**config.mk**
```make
export PLATFORM = sky130hd
export DESIGN_NAME = kwat_store
export DESIGN_NICKNAME = d
export VERILOG_FILES = /design/src/rtl/kwat_pkg.sv /design/src/rtl/kwat_store.sv
export SDC_FILE = /design/constraint.sdc
export NUM_CORES = 2
export LEC_CHECK = 0
export ABC_AREA = 1
export ABC_CLOCK_PERIOD_IN_PS = 5900
export BUFFER_PORTS_ARGS = -buffer_cell sky130_fd_sc_hd__clkbuf_2
export CAP_MARGIN = 30
export CORE_UTILIZATION = 50
export DETAILED_ROUTE_END_ITERATION = 7
export HOLD_SLACK_MARGIN = 0.05
export PLACE_DENSITY = 0.62
export SLEW_MARGIN = 25
export SYNTH_ARGS = -nofsm -noshare
export SYNTH_HDL_FRONTEND = slang
export SYNTH_SLANG_ARGS = --single-unit
```
**constraint.sdc**
```tcl
create_clock -name clock -period 5.9 [get_ports clock]
set_clock_uncertainty 0.2 [all_clocks]
set_input_delay 1.18 -clock clock [delete_from_list [all_inputs] [get_ports clock]]
set_output_delay 1.18 -clock clock [all_outputs]
set_load 0.02 [all_outputs]
```
**src/rtl/kwat_pkg.sv**
```systemverilog
// Shared types and codes for the keyed weight accumulator table.
// Used by the entry store, the arithmetic unit and the top level; depends on nothing.
package kwat_pkg;

   localparam int KEY_W  = 32;
   localparam int VAR_W  = 8;
   localparam int WT_W   = 32;
   localparam int HELD_W = 6;
   localparam int PROD_W = 2 * WT_W;

   // Action codes carried on the request tuser.
   localparam logic [1:0] ACT_ADD   = 2'd0;
   localparam logic [1:0] ACT_SCALE = 2'd1;
   localparam logic [1:0] ACT_DRAIN = 2'd2;
   localparam logic [1:0] ACT_CLEAR = 2'd3;

   // Status codes carried on the response tuser.
   localparam logic [2:0] ST_APPEND = 3'd0;
   localparam logic [2:0] ST_MERGE  = 3'd1;
   localparam logic [2:0] ST_FULL   = 3'd2;
   localparam logic [2:0] ST_DONE   = 3'd3;
   localparam logic [2:0] ST_EMPTY  = 3'd4;
   localparam logic [2:0] ST_ENTRY  = 3'd5;

   localparam logic signed [WT_W-1:0] WT_MAX = {1'b0, {(WT_W-1){1'b1}}};
   localparam logic signed [WT_W-1:0] WT_MIN = {1'b1, {(WT_W-1){1'b0}}};

   typedef struct packed {
      logic [KEY_W-1:0]        key;
      logic [VAR_W-1:0]        vidx;
      logic signed [WT_W-1:0]  weight;
   } entry_type;

   typedef enum logic {
      ALU_ADD   = 1'b0,
      ALU_SCALE = 1'b1
   } alu_op_type;

   typedef struct packed {
      logic       mul_en;
      alu_op_type op;
   } alu_ctrl_type;

endpackage

```
**src/rtl/kwat_store.sv**
```systemverilog
// Entry memory of the accumulator table: one write port, one registered read port.
// Depends on kwat_pkg for the entry layout.
module kwat_store #(
   parameter int DEPTH = 32,
   parameter int AW    = 5
) (
   input  logic                clock,
   input  logic                wr_en,
   input  logic [AW-1:0]       wr_addr,
   input  kwat_pkg::entry_type wr_data,
   input  logic                rd_en,
   input  logic [AW-1:0]       rd_addr,
   output kwat_pkg::entry_type rd_data
);
   import kwat_pkg::*;

   entry_type mem [DEPTH];
   entry_type rd_data_ff;

   always_ff @(posedge clock) begin
      if (wr_en) begin
         mem[wr_addr] <= wr_data;
      end
   end

   always_ff @(posedge clock) begin
      if (rd_en) begin
         rd_data_ff <= mem[rd_addr];
      end
   end

   assign rd_data = rd_data_ff;

endmodule

```
==> impl_metrics.py <==
metrics = {
    "layout": {
        "area_growth_pct": 11.66,
        "fillCellCount": 15070,
        "finalNonFillerCells": 10310,
        "final_nets": 7711,
        "drive_gt1_share_pct": 8.059,
    },
    "die": {
        "design.core.area_um2": 186000,
        "start_util_pct": 50.53,
        "pin_count": 157,
        "die_x_um": 435.6,
        "dieArea_um2": 189700,
        "fp-row-count": 158,
        "dieHeight_um": 435.6,
    },
    "synth": {
        "synth_seq_cells": 2376,
        "synth.net_count": 7677,
        "yosys.area.top_type": "edfxtp_1",
        "synth.distinct_cells": 13,
        "synth_top_area_share_pct": 75.90,
        "synthCells": 7592,
        "avgSynthCellArea_um2": 12.38,
        "synth.area.top_cells": "edfxtp_1 76%, nand3_1 11%, nand2_1 11%",
        "ys_warn_count": 0,
        "syn_area_um2": 94000,
        "synth-seq-area-share_pct": 75.90,
    },
    "worst_setup_path": {
        "crit_type": "input pin to flip-flop",
        "start_kind": "input pin",
        "path_max_fanout": 202,
        "cp.required_ns": 6.41,
        "ff2ff_setup_slack_ns": 4.23,
        "r2r-start": "mem[24][59]",
        "r2r-end": "rd_data[59]",
        "cp-end-kind": "flip-flop",
        "rr_worst_depth": 8,
        "worstPathArrival_ns": 3.79,
    },
    "job": {
        "cap_violations": 0,
    },
    "pwr": {
        "p_sw_mw": 7.854,
        "powerDensity_nw_per_um2": 334.5,
        "switching_share_pct": 22.37,
        "vdd_drop_max_mv": 0.2800,
        "total_power_mw": 35.10,
        "comb_power_share_pct": 5.9,
        "p_seq_share_pct": 53.9,
        "internal_power_mw": 27.25,
        "p_clk_share_pct": 40.2,
        "p_leak_nw": 37.05,
    },
    "global_route": {
        "grt-ovfl-total": 0,
        "first_global_vias": 58470,
        "grt_first_pass_wirelength_um": 390100,
        "antenna_found_initial": 20,
        "grt_usage_pct": 27.84,
        "grt_max_degree": 203,
    },
    "worst_hold_path": {
        "hp-start": "mem[20][28]",
        "holdPathEnd": "rd_data[28]",
        "hold_path_class": "flip-flop to flip-flop",
        "min_delay_path_depth": 6,
    },
    "drt": {
        "ant_nets": 0,
        "route.detailed.drc": 0,
        "drt_iter0_markers": 7230,
        "num_vias": 60520,
        "routed_wl_um": 267100,
        "viasPerCell": 5.870,
        "wire_per_inst_um": 25.90,
        "first_pass_iters": 6,
    },
    "outcome": {
        "outcome": "finished clean",
    },
    "sta": {
        "setup_viol": 0,
        "finalCritPeriodShare_pct": 55.59,
        "slew_violations": 0,
        "relSlewSlack_pct": 27.79,
        "min_period_ns": 3.280,
        "hold_viol": 0,
        "tns_ns": 0,
        "setup_ws_ns": 2.620,
        "max_freq_ghz": 0.3049,
        "rsz0062_at_grt": "no",
        "worstMarginPinSlew_ns": 1.083,
    },
    "placement": {
        "dpl.cell_count": 9871,
        "hpwl_um": 123400,
        "gp_congestion": 0.7682,
        "pre_cts_ws_ns": 1.881,
        "numPortBuffers": 156,
    },
    "clock_tree": {
        "clk_pin_slew_ns": 0.06,
        "clk_latency_ns": 0.86,
        "holdBufCountCts": 0,
        "cts_setup_buffers": 0,
        "cts_root_buffer": "clkbuf_16",
        "cts_inserted_buffers": 232,
        "cts_tree": "built",
        "clock_path_buffers": 3,
        "h-tree-depth": 4,
        "cts_resized": 0,
        "cts_sinks": 2376,
    },
}
cell type report:
type                       count  area (um^2)  area share (%)
antenna                       14        35.03         0.03338
clock buffer                 300         6146           5.856
clock inverter               125        994.7          0.9477
inverter                      10        90.09         0.08583
multi-input combinational   4715        20490           19.52
sequential                  2376        71350           67.98
tap                         2480         3103           2.956
timing repair buffer         291         2753           2.623
sequential cells by signal, summed over array words and instances, names as in the netlist:
register  cells
mem        2304
rd_data      72
synth_stat cells:
cell	n
buf_2	352
edfxtp_1	2376
buf_6	4
clkbuf_1	54
inv_1	5
inv_2	3
clkinv_2	1
nand3_1	2037
inv_4	1
buf_4	13
nand2_1	2646
buf_1	68
nor2_1	32
per-layer routing:
layer | up-vias | part of all wire [%] | GRT usage (%)
met5 | - | 0.031 | 0
met4 | 14 | 3.2 | 9.212
met3 | 471 | 8.3 | 4.070
met2 | 2713 | 48 | 45.97
met1 | 30210 | 40 | 38.02
li1 | 27110 | - | -
worst max-delay path, stage by stage:
cell	delay, ns
buf_8	0.20
inv_16	0.66
buf_12	0.45
buf_4	0.35
nand2_1	0.09
nand3_1	0.08
nand3_1	0.11
nand3_1	0.16
nand3_1	0.12
nand2_1	0.11
placed cells by master, fill, tap and decap left out:
master,instances
buf_8,4
bufinv_16,14
clkbuf_16,236
clkinv_4,1
inv_6,8
diode_2,14
inv_8,2
clkinv_8,2
buf_12,66
clkbuf_1,64
inv_16,2
buf_4,65
clkinvlp_4,6
nand3_1,2037
edfxtp_1,2376
clkbuf_2,150
nand2_1,2646
buf_16,4
buf_6,2
clkinv_16,1
nor2_4,32
clkinv_2,35
inv_1,5
clkinv_1,59
metrics by stage:
step,utilization (%),hold slack (ns),area (um^2)
3_3_place_gp,52.49,0.5434,97650
2_1_floorplan,-,0.5159,94000
4_1_cts,56.39,0.5710,104900
3_5_place_dp,52.55,0.5513,97760
5_1_grt,56.41,0.6271,104900
6_report,56.42,0.5710,105000
worst max-delay path by stage:
| stage | startpoint | endpoint | slack, ns | cells past startpoint |
|---|---|---|---|---|
| after floorplan | wr_addr[0] | mem[8][0] | 0.71 | 3 |
| after global placement | wr_addr[1] | mem[25][21] | 1.76 | 5 |
| after detailed placement | wr_en | mem[27][65] | 1.88 | 4 |
| after CTS | rd_data[46] | rd_data[46] | 2.76 | 1 |
| after global routing | rd_addr[0] | rd_data[58] | 2.56 | 10 |
| final | rd_addr[0] | rd_data[58] | 2.62 | 10 |
logic make-up (layout without fill, tap and decap cells):
logic type | count (synthesis) | after routing | synth area share [%]
buffers and inverters | 501 | 726 | 2.557
flip-flops | 2376 | 2376 | 75.90
other | 0 | 14 | 0
AND/OR/NAND/NOR | 4715 | 4715 | 21.54
power by group through the flow:
stage / Sequential (mW) / Clock (mW) / Combinational, mW
final: 18.9 / 14.1 / 2.06
after CTS: 18.9 / 14.3 / 2.06
after floorplan: 19.3 / 0 / 1.14
after global placement: 19.3 / 0 / 2.03
after global routing: 18.9 / 14.9 / 2.25
after detailed placement: 19.3 / 0 / 2.05
No activity file was read; power rests on OpenSTA's default activity.
